<file path="src/acsp_pkg.sv">
// ---------------------------------------------------------------------------
// acsp_pkg
// Shared types, constants and tables for the CSI/SGR escape parser.
// ---------------------------------------------------------------------------
package acsp_pkg;

  localparam int unsigned RGB_W   = 24;
  localparam int unsigned CHAR_W  = 8;
  localparam int unsigned CODE_W  = 10;
  localparam int unsigned STYLE_W = 3;

  localparam logic [RGB_W-1:0] TEXT_RGB_RST = 24'hC8C8C8;
  localparam logic [RGB_W-1:0] BACK_RGB_RST = 24'h141414;

  localparam logic [CODE_W-1:0] CODE_CAP = 10'd999;

  // parse modes
  localparam logic [1:0] MODE_NORMAL = 2'd0;
  localparam logic [1:0] MODE_ESC    = 2'd1;
  localparam logic [1:0] MODE_CSI    = 2'd2;

  // parameter string shape
  localparam logic [1:0] SHAPE_NONE  = 2'd0;
  localparam logic [1:0] SHAPE_TWO   = 2'd1;
  localparam logic [1:0] SHAPE_OTHER = 2'd2;

  // operations and event kinds
  localparam logic OP_FEED    = 1'b0;
  localparam logic OP_CLEAR   = 1'b1;
  localparam logic EV_GLYPH   = 1'b0;
  localparam logic EV_CLEAR   = 1'b1;

  // config register indexes
  localparam logic CFG_TEXT_RGB = 1'b0;
  localparam logic CFG_BACK_RGB = 1'b1;

  // characters
  localparam logic [CHAR_W-1:0] CH_ESC    = 8'h1B;
  localparam logic [CHAR_W-1:0] CH_LBRACK = 8'h5B;
  localparam logic [CHAR_W-1:0] CH_SEMI   = 8'h3B;
  localparam logic [CHAR_W-1:0] CH_ZERO   = 8'h30;
  localparam logic [CHAR_W-1:0] CH_NINE   = 8'h39;
  localparam logic [CHAR_W-1:0] CH_TWO    = 8'h32;
  localparam logic [CHAR_W-1:0] CH_M      = 8'h6D;
  localparam logic [CHAR_W-1:0] CH_J      = 8'h4A;

  // SGR codes
  localparam logic [CODE_W-1:0] SGR_RESET     = 10'd0;
  localparam logic [CODE_W-1:0] SGR_BOLD      = 10'd1;
  localparam logic [CODE_W-1:0] SGR_ITALIC    = 10'd3;
  localparam logic [CODE_W-1:0] SGR_ULINE     = 10'd4;
  localparam logic [CODE_W-1:0] SGR_NO_BOLD   = 10'd22;
  localparam logic [CODE_W-1:0] SGR_NO_ITALIC = 10'd23;
  localparam logic [CODE_W-1:0] SGR_NO_ULINE  = 10'd24;
  localparam logic [CODE_W-1:0] SGR_FG_LO     = 10'd30;
  localparam logic [CODE_W-1:0] SGR_FG_HI     = 10'd37;
  localparam logic [CODE_W-1:0] SGR_BG_LO     = 10'd40;
  localparam logic [CODE_W-1:0] SGR_BG_HI     = 10'd47;
  localparam logic [CODE_W-1:0] SGR_FGB_LO    = 10'd90;
  localparam logic [CODE_W-1:0] SGR_FGB_HI    = 10'd97;
  localparam logic [CODE_W-1:0] SGR_BGB_LO    = 10'd100;
  localparam logic [CODE_W-1:0] SGR_BGB_HI    = 10'd107;

  typedef struct packed {
    logic [RGB_W-1:0]   text_rgb;
    logic [RGB_W-1:0]   back_rgb;
    logic [STYLE_W-1:0] style;
  } attr_t;

  function automatic logic [RGB_W-1:0] palette(input logic [3:0] idx);
    logic [RGB_W-1:0] rgb;
    case (idx)
      4'd0:    rgb = 24'h000000;
      4'd1:    rgb = 24'hCD3131;
      4'd2:    rgb = 24'h0DBC79;
      4'd3:    rgb = 24'hE5E510;
      4'd4:    rgb = 24'h2472C8;
      4'd5:    rgb = 24'hBC3FBC;
      4'd6:    rgb = 24'h11A8CD;
      4'd7:    rgb = 24'hE5E5E5;
      4'd8:    rgb = 24'h666666;
      4'd9:    rgb = 24'hF14C4C;
      4'd10:   rgb = 24'h23D18B;
      4'd11:   rgb = 24'hF5F543;
      4'd12:   rgb = 24'h3B8EEA;
      4'd13:   rgb = 24'hD670D6;
      4'd14:   rgb = 24'h29B8DB;
      default: rgb = 24'hFFFFFF;
    endcase
    return rgb;
  endfunction

  function automatic logic is_final(input logic [CHAR_W-1:0] c);
    logic f;
    f = (c >= 8'h41 && c <= 8'h5A) || (c >= 8'h61 && c <= 8'h7A) || (c == 8'h7E) ||
        (c == 8'hAA) || (c == 8'hB5) || (c == 8'hBA) ||
        (c >= 8'hC0 && c != 8'hD7 && c != 8'hF7);
    return f;
  endfunction

endpackage

</file>
<file path="src/acsp_sgr_apply.sv">
// ---------------------------------------------------------------------------
// acsp_sgr_apply
// Applies one SGR code to a set of pending attributes.
// ---------------------------------------------------------------------------
module acsp_sgr_apply (
  input  logic [acsp_pkg::CODE_W-1:0] code,
  input  acsp_pkg::attr_t             pend,
  input  acsp_pkg::attr_t             defaults,
  output acsp_pkg::attr_t             result
);
  import acsp_pkg::*;

  logic [CODE_W-1:0] fg_off;
  logic [CODE_W-1:0] bg_off;
  logic [CODE_W-1:0] fgb_off;
  logic [CODE_W-1:0] bgb_off;

  assign fg_off  = code - SGR_FG_LO;
  assign bg_off  = code - SGR_BG_LO;
  assign fgb_off = code - SGR_FGB_LO;
  assign bgb_off = code - SGR_BGB_LO;

  always_comb begin
    result = pend;
    if (code == SGR_RESET) begin
      result = defaults;
    end else if (code == SGR_BOLD) begin
      result.style[0] = 1'b1;
    end else if (code == SGR_ITALIC) begin
      result.style[1] = 1'b1;
    end else if (code == SGR_ULINE) begin
      result.style[2] = 1'b1;
    end else if (code == SGR_NO_BOLD) begin
      result.style[0] = 1'b0;
    end else if (code == SGR_NO_ITALIC) begin
      result.style[1] = 1'b0;
    end else if (code == SGR_NO_ULINE) begin
      result.style[2] = 1'b0;
    end else if (code >= SGR_FG_LO && code <= SGR_FG_HI) begin
      result.text_rgb = palette({1'b0, fg_off[2:0]});
    end else if (code >= SGR_BG_LO && code <= SGR_BG_HI) begin
      result.back_rgb = palette({1'b0, bg_off[2:0]});
    end else if (code >= SGR_FGB_LO && code <= SGR_FGB_HI) begin
      result.text_rgb = palette({1'b1, fgb_off[2:0]});
    end else if (code >= SGR_BGB_LO && code <= SGR_BGB_HI) begin
      result.back_rgb = palette({1'b1, bgb_off[2:0]});
    end
  end

endmodule

</file>
<file path="src/ansi_csi_sgr_parser_top.sv">
// From input accept to result valid, a character passes the input register and then the result register.
// Throughput: one character per cycle; a stalled result holds the input register,
// whose own stall then follows the output stall.
// Reset (rst, synchronous): normal text mode, default colors, styles off,
// empty parse state; configuration registers back to their reset colors.
// ---------------------------------------------------------------------------
// ansi_csi_sgr_parser_top
// Character stream filter: tracks CSI/SGR attributes, emits glyphs and clears.
// ---------------------------------------------------------------------------
module ansi_csi_sgr_parser_top (
  input  logic                        clk,
  input  logic                        rst,
  input  logic                        in_valid,
  output logic                        in_stall,
  input  logic                        operation,
  input  logic [acsp_pkg::CHAR_W-1:0] char_code,
  output logic                        out_valid,
  input  logic                        out_stall,
  output logic                        event_kind,
  output logic [acsp_pkg::CHAR_W-1:0] glyph,
  output logic [acsp_pkg::RGB_W-1:0]  text_rgb,
  output logic [acsp_pkg::RGB_W-1:0]  back_rgb,
  output logic                        bold,
  output logic                        italic,
  output logic                        underline,
  input  logic                        cfg_valid,
  output logic                        cfg_ready,
  input  logic                        cfg_index,
  input  logic [acsp_pkg::RGB_W-1:0]  cfg_data
);
  import acsp_pkg::*;

  // configuration
  logic [RGB_W-1:0] default_text_rgb;
  logic [RGB_W-1:0] default_back_rgb;
  attr_t            defaults;

  // input register
  logic              in_q_valid;
  logic              in_q_op;
  logic [CHAR_W-1:0] in_q_char;

  // parser state
  logic [1:0]        parse_mode, parse_mode_next;
  attr_t             cur, cur_next;
  attr_t             pend, pend_next;
  logic [CODE_W-1:0] code_value, code_value_next;
  logic              fl_nonempty, fl_nonempty_next;
  logic              fl_invalid, fl_invalid_next;
  logic              fl_any, fl_any_next;
  logic [1:0]        param_shape, param_shape_next;

  logic              res_valid;
  logic              res_kind;
  logic [CHAR_W-1:0] res_glyph;
  attr_t             res_attr;

  logic              advance;
  logic              proc;
  logic [CODE_W-1:0] apply_code;
  attr_t             applied;
  attr_t             finished;
  logic [13:0]       code_acc;
  logic [3:0]        digit;
  logic              is_digit;

  assign defaults  = '{text_rgb: default_text_rgb, back_rgb: default_back_rgb, style: '0};
  assign cfg_ready = 1'b1;

  assign advance  = !out_valid || !out_stall;
  assign in_stall = in_q_valid && !advance;
  assign proc     = in_q_valid && advance;

  assign apply_code = fl_invalid ? SGR_RESET : code_value;
  assign finished   = fl_nonempty ? applied : pend;

  assign digit    = 4'(in_q_char - CH_ZERO);
  assign is_digit = (in_q_char >= CH_ZERO) && (in_q_char <= CH_NINE);
  assign code_acc = {code_value, 3'b000} + {3'b000, code_value, 1'b0} + {10'd0, digit};

  acsp_sgr_apply u_apply (
    .code     (apply_code),
    .pend     (pend),
    .defaults (defaults),
    .result   (applied)
  );

  always_comb begin
    parse_mode_next  = parse_mode;
    cur_next         = cur;
    pend_next        = pend;
    code_value_next  = code_value;
    fl_nonempty_next = fl_nonempty;
    fl_invalid_next  = fl_invalid;
    fl_any_next      = fl_any;
    param_shape_next = param_shape;
    res_valid        = 1'b0;
    res_kind         = EV_CLEAR;
    res_glyph        = '0;
    res_attr         = '0;
    if (in_q_op == OP_CLEAR) begin
      parse_mode_next = MODE_NORMAL;
      res_valid       = 1'b1;
    end else begin
      case (parse_mode)
        MODE_ESC: begin
          if (in_q_char == CH_LBRACK) begin
            pend_next        = cur;
            code_value_next  = '0;
            fl_nonempty_next = 1'b0;
            fl_invalid_next  = 1'b0;
            fl_any_next      = 1'b0;
            param_shape_next = SHAPE_NONE;
            parse_mode_next  = MODE_CSI;
          end else begin
            parse_mode_next = MODE_NORMAL;
          end
        end
        MODE_CSI: begin
          if (is_final(in_q_char)) begin
            parse_mode_next = MODE_NORMAL;
            if (in_q_char == CH_M) begin
              fl_any_next      = fl_any || fl_nonempty;
              fl_nonempty_next = 1'b0;
              fl_invalid_next  = 1'b0;
              code_value_next  = '0;
              pend_next        = (fl_any || fl_nonempty) ? finished : defaults;
              cur_next         = pend_next;
            end else if (in_q_char == CH_J && param_shape != SHAPE_OTHER) begin
              res_valid = 1'b1;
            end
          end else begin
            param_shape_next = (param_shape == SHAPE_NONE && in_q_char == CH_TWO) ?
                               SHAPE_TWO : SHAPE_OTHER;
            if (in_q_char == CH_SEMI) begin
              pend_next        = finished;
              fl_any_next      = fl_any || fl_nonempty;
              fl_nonempty_next = 1'b0;
              fl_invalid_next  = 1'b0;
              code_value_next  = '0;
            end else begin
              fl_nonempty_next = 1'b1;
              if (is_digit) begin
                code_value_next = (code_acc > {4'd0, CODE_CAP}) ? CODE_CAP : code_acc[CODE_W-1:0];
              end else begin
                fl_invalid_next = 1'b1;
              end
            end
          end
        end
        default: begin
          if (in_q_char == CH_ESC) begin
            parse_mode_next = MODE_ESC;
          end else begin
            parse_mode_next = MODE_NORMAL;
            res_valid       = 1'b1;
            res_kind        = EV_GLYPH;
            res_glyph       = in_q_char;
            res_attr        = cur;
          end
        end
      endcase
    end
  end

  always_ff @(posedge clk) begin
    if (rst) begin
      default_text_rgb <= TEXT_RGB_RST;
      default_back_rgb <= BACK_RGB_RST;
    end else if (cfg_valid && cfg_ready) begin
      case (cfg_index)
        CFG_TEXT_RGB: default_text_rgb <= cfg_data;
        CFG_BACK_RGB: default_back_rgb <= cfg_data;
        default:      default_text_rgb <= default_text_rgb;
      endcase
    end
  end

  always_ff @(posedge clk) begin
    if (rst) begin
      in_q_valid <= 1'b0;
    end else if (in_valid && !in_stall) begin
      in_q_valid <= 1'b1;
    end else if (advance) begin
      in_q_valid <= 1'b0;
    end
  end

  always_ff @(posedge clk) begin
    if (in_valid && !in_stall) begin
      in_q_op   <= operation;
      in_q_char <= char_code;
    end
  end

  always_ff @(posedge clk) begin
    if (rst) begin
      parse_mode  <= MODE_NORMAL;
      cur         <= '{text_rgb: TEXT_RGB_RST, back_rgb: BACK_RGB_RST, style: '0};
      pend        <= '{text_rgb: TEXT_RGB_RST, back_rgb: BACK_RGB_RST, style: '0};
      code_value  <= '0;
      fl_nonempty <= 1'b0;
      fl_invalid  <= 1'b0;
      fl_any      <= 1'b0;
      param_shape <= SHAPE_NONE;
    end else if (proc) begin
      parse_mode  <= parse_mode_next;
      cur         <= cur_next;
      pend        <= pend_next;
      code_value  <= code_value_next;
      fl_nonempty <= fl_nonempty_next;
      fl_invalid  <= fl_invalid_next;
      fl_any      <= fl_any_next;
      param_shape <= param_shape_next;
    end
  end

  always_ff @(posedge clk) begin
    if (rst) begin
      out_valid <= 1'b0;
    end else if (advance) begin
      out_valid <= proc && res_valid;
    end
  end

  always_ff @(posedge clk) begin
    if (proc && res_valid) begin
      event_kind <= res_kind;
      glyph      <= res_glyph;
      text_rgb   <= res_attr.text_rgb;
      back_rgb   <= res_attr.back_rgb;
      bold       <= res_attr.style[0];
      italic     <= res_attr.style[1];
      underline  <= res_attr.style[2];
    end
  end

endmodule
</file>
<file path="config.mk">
export PLATFORM = sky130hd
export DESIGN_NAME = ansi_csi_sgr_parser_top
export DESIGN_NICKNAME = d
export VERILOG_FILES = /design/src/acsp_pkg.sv /design/src/acsp_sgr_apply.sv /design/src/ansi_csi_sgr_parser_top.sv
export SDC_FILE = /design/constraint.sdc
export NUM_CORES = 1
export LEC_CHECK = 0
export BUFFER_PORTS_ARGS = -buffer_cell sky130_fd_sc_hd__buf_4
export CORE_MARGIN = 2
export CORE_UTILIZATION = 30
export DETAILED_ROUTE_END_ITERATION = 8
export SYNTH_ARGS = -nofsm -noshare
export SYNTH_HDL_FRONTEND = slang
export SYNTH_HIERARCHICAL = 1
export SYNTH_SLANG_ARGS = --single-unit
</file>
<file path="constraint.sdc">
create_clock -name clk -period 6.37 [get_ports clk]
set_input_delay 0.9555 -clock clk [delete_from_list [all_inputs] [get_ports clk]]
set_output_delay 0.9555 -clock clk [all_outputs]
set_load 0.005 [all_outputs]
</file>
==> results of run 1 <==
area by class of cell:
| cell class | count | area, sq um |
|---|---|---|
| fill | 4972 | 31200 |
| inverter | 24 | 90.1 |
| sequential | 238 | 5460 |
| timing repair buffer | 125 | 938 |
| clock inverter | 11 | 144 |
| multi-input combinational | 1413 | 8390 |
| clock buffer | 41 | 885 |
| tap | 615 | 769 |
state kept, by name (all words and copies together) (netlist names):
register          flops
back_rgb             24
bold                  1
code_value           10
cur                  51
default_back_rgb     24
default_text_rgb     24
event_kind            1
fl_any                1
fl_invalid            1
fl_nonempty           1
glyph                 8
in_q_char             8
in_q_op               1
in_q_valid            1
italic                1
out_valid             1
param_shape           2
parse_mode            2
pend                 51
text_rgb             24
underline             1
metrics by stage:
stage / worst slack (ps) / total power, uW / cell area [sq um] / hold slack (ps)
global placement: 1930 / 1890 / 15700 / 466
detailed placement: 1650 / 1900 / 15700 / 470
finish: 1580 / 3630 / 16700 / 482
global route: 1200 / 3750 / 16700 / 512
floorplan: 1310 / 1790 / 14600 / 446
CTS: 1660 / 3660 / 16700 / 479
per-layer routing:
| metal | track usage (%) | vias up | wire (um) |
|---|---|---|---|
| met5 | 0 | - | 0 |
| met4 | 4.85 | 0 | 896 |
| met3 | 3.08 | 60 | 3520 |
| met2 | 29.6 | 446 | 21600 |
| met1 | 28.0 | 6556 | 23200 |
| li1 | - | 6562 | - |
critical path, stage by stage (launching register included):
cell     delay [ps]
dfxtp_1         420
nor2_2          690
ha_1            840
nor2_1          210
nor4_1          390
o21a_1          860
nor2_1           80
o311a_1         360
nor3_1          290
a21oi_1         140
mux2i_1         190
nand2_1          70
a21oi_1         160
synth_stat cells (10+ instances only):
cell type	number
a21o_1	11
o211ai_1	34
and3_1	13
edfxtp_1	69
a21oi_1	237
inv_1	20
clkbuf_1	103
and2_1	62
a311oi_1	12
nand2b_1	21
buf_2	33
nor2b_1	33
nor2_1	211
or3_1	13
o21ai_0	98
mux2i_1	134
a211oi_1	11
a31oi_1	20
buf_1	11
a22oi_1	10
nand3_1	43
dfxtp_1	169
ha_1	30
nor3_1	31
o21a_1	10
nand2_1	236
kinds of logic after synthesis:
group                    synth area share (%)
flip-flops                               37.5
AND/OR/NAND/NOR                          22.2
other                                  0.0516
multiplexers                             9.36
buffers and inverters                    5.18
adder cells (fa/ha/maj)                  2.99
AO/OA/AOI/OAI                            22.4
XOR/XNOR                                0.361
where the power goes:
part	leakage, uW	total (uW)	internal (uW)	switching (uW)
clock	0.000503	1760	1090	678
combinational	0.00363	229	90.6	138
sequential	0.00203	1640	1590	41.7
total	0.00617	3630	2770	857
worst max-delay path by stage:
stage	to	start	slack, ps
finish	pend[31]	fl_invalid	1580
global route	pend[31]	code_value[0]	1200
CTS	pend[31]	fl_invalid	1660
detailed placement	pend[31]	fl_invalid	1650
global placement	pend[33]	code_value[0]	1930
floorplan	back_rgb[0]	in_q_char[1]	1310
==> flow_summary.ini, run 1 <==
[run_status]
outcome = finished clean

[layout]
area_growth_pct = 14.5
nNetsFinal = 1902
finish.utilization_pct = 34.9
mostFrequentLayoutCell = a21oi_1
stdcell_count = 2467
insertedDiodeCount = 0
layout_common_cells = a21oi_1, nand2_1, nor2_1
drive_above_1_share_pct = 10.7

[die]
die_y_um = 224
core-area_sq_mm = 0.0478
die_w_um = 224
rows = 80
io_pins = 102
die_area_sq_mm = 0.0503
start_util_pct = 30.4

[sta]
setup_viol = 0
min_period_over_period_pct = 75.2
timing.fmax_ghz = 0.209
fin_skew_ps = 23.1
slew_headroom_pct = 20.0
slew_violations = 0
rsz0062_at_grt = false
final.setup.tns_ps = 0
hold_viol = 0
worst_slew_pin_slew_ps = 1200
min_period_ps = 4790

[min_path]
hold_class = reg -> reg
hold_end = default_back_rgb[14]
min-delay-start = default_back_rgb[14]
hold_depth = 2

[routing]
vias = 13600
postRouteAntennaNets = 0
routed_via_density = 5.52
drc = 0
firstDrtPassIters = 7
wl_per_cell_um = 20.0
drt-initial-drc-count = 1050
routed_wl_um = 49300

[worst_setup_path]
reg2reg_slack_ps = 1580
crit_path_end_kind = register
cp-start-kind = register
path_max_fanout = 27
cp.required_ps = 6870
r2r_cells = 12
critPathKind = reg -> reg
cp.arrival_ps = 5290
r2r-start = fl_invalid
reg2reg_to = pend[31]

[global_routing]
grt_max_degree = 98
first_global_vias = 12900
grt_use_total_pct = 19.3
grt_pass1_wl_um = 77100
overflow = 0
antenna_found_initial = 1

[logic_synthesis]
synth_top_area_share_pct = 23.2
yosys-top-cells-area = dfxtp_1, edfxtp_1, mux2i_1
yosys.area.top_type = dfxtp_1
syn_avg_cell_area_sq_um = 7.96
ys_seq_area_share_pct = 37.5
synth_edf_count = 69
yosysUniqueCellTypes = 86
synth_warnings = 6
synth_ff_type = dfxtp_1
synthCells = 1829
netlist_area_sq_mm = 0.0146
async_flop_share_pct = 0
ys_ff_latch = 238

[pwr]
leakagePower_uw = 0.00617
powerDensity_mw_per_mm2 = 218
vdd_ir_drop_max_mv = 0.178

[cts]
h-tree-depth = 1
numCtsBuffers = 28
cts_root_buf = clkbuf_16
cts_tree = built
cts_setup_buffers = 0
post_cts_resized = 0
holdBufCountCts = 0
clkLatencyLatePin_ps = 570
clk_transition_reported_paths_ps = 70
clock_path_buffers = 3
cts.sinks = 238

[placement]
finalWeightedCongestion = 0.914
placedCellCount = 2415
numPortBuffers = 100
dp_hpwl_um = 33400

[run]
cap_violations = 0
Power figures use the tool's default switching activity.
==> run 2, diff against run 1 <==
Clock period 6.37 ns to 4.8 ns, I/O delays scaled along.
==> run 2 against run 1 <==
Compared with the run above: flip-flop and latch count stayed put; via count grew 0.89%; clock skew fell by 8.7 ps; final cell count up 0.57%; worst hold slack lost 130 ps; first-iteration DRC count is 26% higher; global-route usage is essentially flat; non-clock buffer count grew 17; critical endpoint is now pend[41]; routed wire length decreased by 0.14%; register-to-register slack lost 790 ps; sequential share of layout area shrank 0.064 points; critical path type unchanged.
==> flow_summary.ini, run 2 (same netlist as run 1, synthesis figures left out) <==
[run_status]
outcome = finished clean

[worst_setup_path]
cp_num_buf_inv = 4
r2r_cells = 16
reg2reg_slack_ps = 790
cp.required_ps = 5270
path_max_fanout = 21
worstPathCellList = nor2b_1, buf_4, clkinv_1, buf_4, ha_1, nor2_1, nor4_1, o21a_1, buf_4, nor2_1, o311a_1, nor3_1, nand2_1, o21ai_0, o211ai_1, a31oi_1
reg2reg_to = pend[41]
cp.arrival_ps = 4490
r2r-start = fl_invalid
slowest_stage = o21a_1
cp-start-kind = register
cp_top_family = compound AO/OA/AOI/OAI gates
critPathKind = reg -> reg
crit_path_end_kind = register
max_stage_delay_ps = 690
crit_top_cell = buf_4

[sta]
min_period_ps = 4010
rsz0062_at_grt = false
timing.fmax_ghz = 0.249
min_period_over_period_pct = 83.6
slew_headroom_pct = 27.0
final.setup.tns_ps = 0
hold_viol = 0
worst_slew_pin_slew_ps = 1090
slew_violations = 0
fin_skew_ps = 14.4
setup_viol = 0

[cts]
cts_tree = built
holdBufCountCts = 0
clk_transition_reported_paths_ps = 60
cts_root_buf = clkbuf_16
h-tree-depth = 1
post_cts_resized = 0
clkLatencyLatePin_ps = 550
clock_path_buffers = 3
numCtsBuffers = 27
cts_setup_buffers = 0
cts.sinks = 238

[pwr]
powerDensity_mw_per_mm2 = 275
internal_power_uw = 3500
p_sw_uw = 1100
comb_power_share_pct = 6.6
clkPwrFrac_pct = 46.2
swShare_pct = 23.9
leakagePower_uw = 0.00621
vdd_ir_drop_max_mv = 0.197
seq_power_share_pct = 47.2

[die]
die_w_um = 224
rows = 80
io_pins = 102
die_area_sq_mm = 0.0503
start_util_pct = 30.4
core-area_sq_mm = 0.0478
die_y_um = 224

[global_routing]
grt_pass1_wl_um = 77100
grt_max_degree = 98
grt_use_total_pct = 19.2
overflow = 0
antenna_found_initial = 0
first_global_vias = 13100
top_usage_layer = met2
met2_usage_pct = 30.0
globalRouteMet1Util_pct = 27.7
gr-usage-met3_pct = 3.32

[layout]
drive_above_1_share_pct = 11.1
fill_cells = 5052
finish.utilization_pct = 34.9
top_regs = cur x51, pend x51
design_area_sq_mm = 0.0167
insertedDiodeCount = 0
stdcell_count = 2481
layout_common_cells = a21oi_1, nand2_1, nor2_1
nNetsFinal = 1918
area_growth_pct = 14.7
mostFrequentLayoutCell = a21oi_1

[routing]
vias = 13700
firstDrtPassIters = 6
drt-initial-drc-count = 1323
postRouteAntennaNets = 0
routed_via_density = 5.54
wl_per_cell_um = 19.8
routed_wl_um = 49200
drc = 0

[placement]
finalWeightedCongestion = 0.930
numPortBuffers = 100
dp_hpwl_um = 34300
place_area_sq_mm = 0.0158
placedCellCount = 2432

[run]
cap_violations = 0

[min_path]
hold_class = in -> reg
hold_depth = 1
min-delay-start = char_code[1]
hold_end = in_q_char[1]
==> run 2: changes by cell type in the layout (fill, tap and decap cells not counted) <==
cell	change
clkbuf_8	-2
inv_4	-1
clkinvlp_4	-2
nor2_2	-1
clkbuf_16	-1
nand3_1	+1
clkbuf_1	+2
buf_12	+2
nand3_2	-1
buf_4	+15
nor2_1	+1
clkinv_1	+1
clkinv_2	+2
bufinv_16	-2
==> run 2: layout make-up <==
cell class / count / area, sq um / area share, %
Clock inverter: 9 / 76.3 / 0.457
Inverter: 24 / 90.1 / 0.539
Sequential cell: 238 / 5460 / 32.7
Timing Repair Buffer: 142 / 1090 / 6.53
Tap cell: 615 / 769 / 4.60
Multi-Input combinational cell: 1413 / 8380 / 50.2
Clock buffer: 40 / 840 / 5.02
==> run 2: worst max path at each step <==
| stage | from | endpoint | slack [ps] | cells after the start |
|---|---|---|---|---|
| after floorplan | in_q_char[1] | back_rgb[0] | 880 | 8 |
| after global placement | fl_invalid | pend[41] | 960 | 16 |
| after detailed placement | fl_invalid | pend[41] | 890 | 16 |
| after CTS | fl_invalid | pend[41] | 850 | 15 |
| after global routing | fl_invalid | pend[41] | 390 | 16 |
| final | fl_invalid | pend[41] | 790 | 16 |
==> run 2: metrics by stage <==
step	setup WS (ps)	power, uW	hold slack [ps]
after floorplan	877	2370	446
after global placement	959	2520	471
after detailed placement	889	2520	479
after CTS	848	4650	333
after global routing	387	4780	334
final	787	4600	349
==> run 2: routing by layer <==
metal	vias to the layer above	part of all wire, %
met4	0	1.7
met5	-	0
li1	6567	-
met2	478	44
met3	61	6.7
met1	6639	47
==> run 2: power groups by stage <==
stage          Clock, uW  Combinational, uW  Sequential, uW
3_3_place_gp           0                303            2210
6_report            2120                305            2170
5_1_grt             2270                338            2180
2_1_floorplan          0                189            2180
3_5_place_dp           0                307            2210
4_1_cts             2170                308            2170
==> run 2: worst reg2reg max path, cell delays in order (launching register included) <==
cell and delay (ps):
dfxtp_1 540, nor2b_1 90, buf_4 210, clkinv_1 80
buf_4 210, ha_1 200, nor2_1 90, nor4_1 430
o21a_1 690, buf_4 280, nor2_1 50, o311a_1 350
nor3_1 200, nand2_1 90, o21ai_0 150, o211ai_1 110
a31oi_1 190
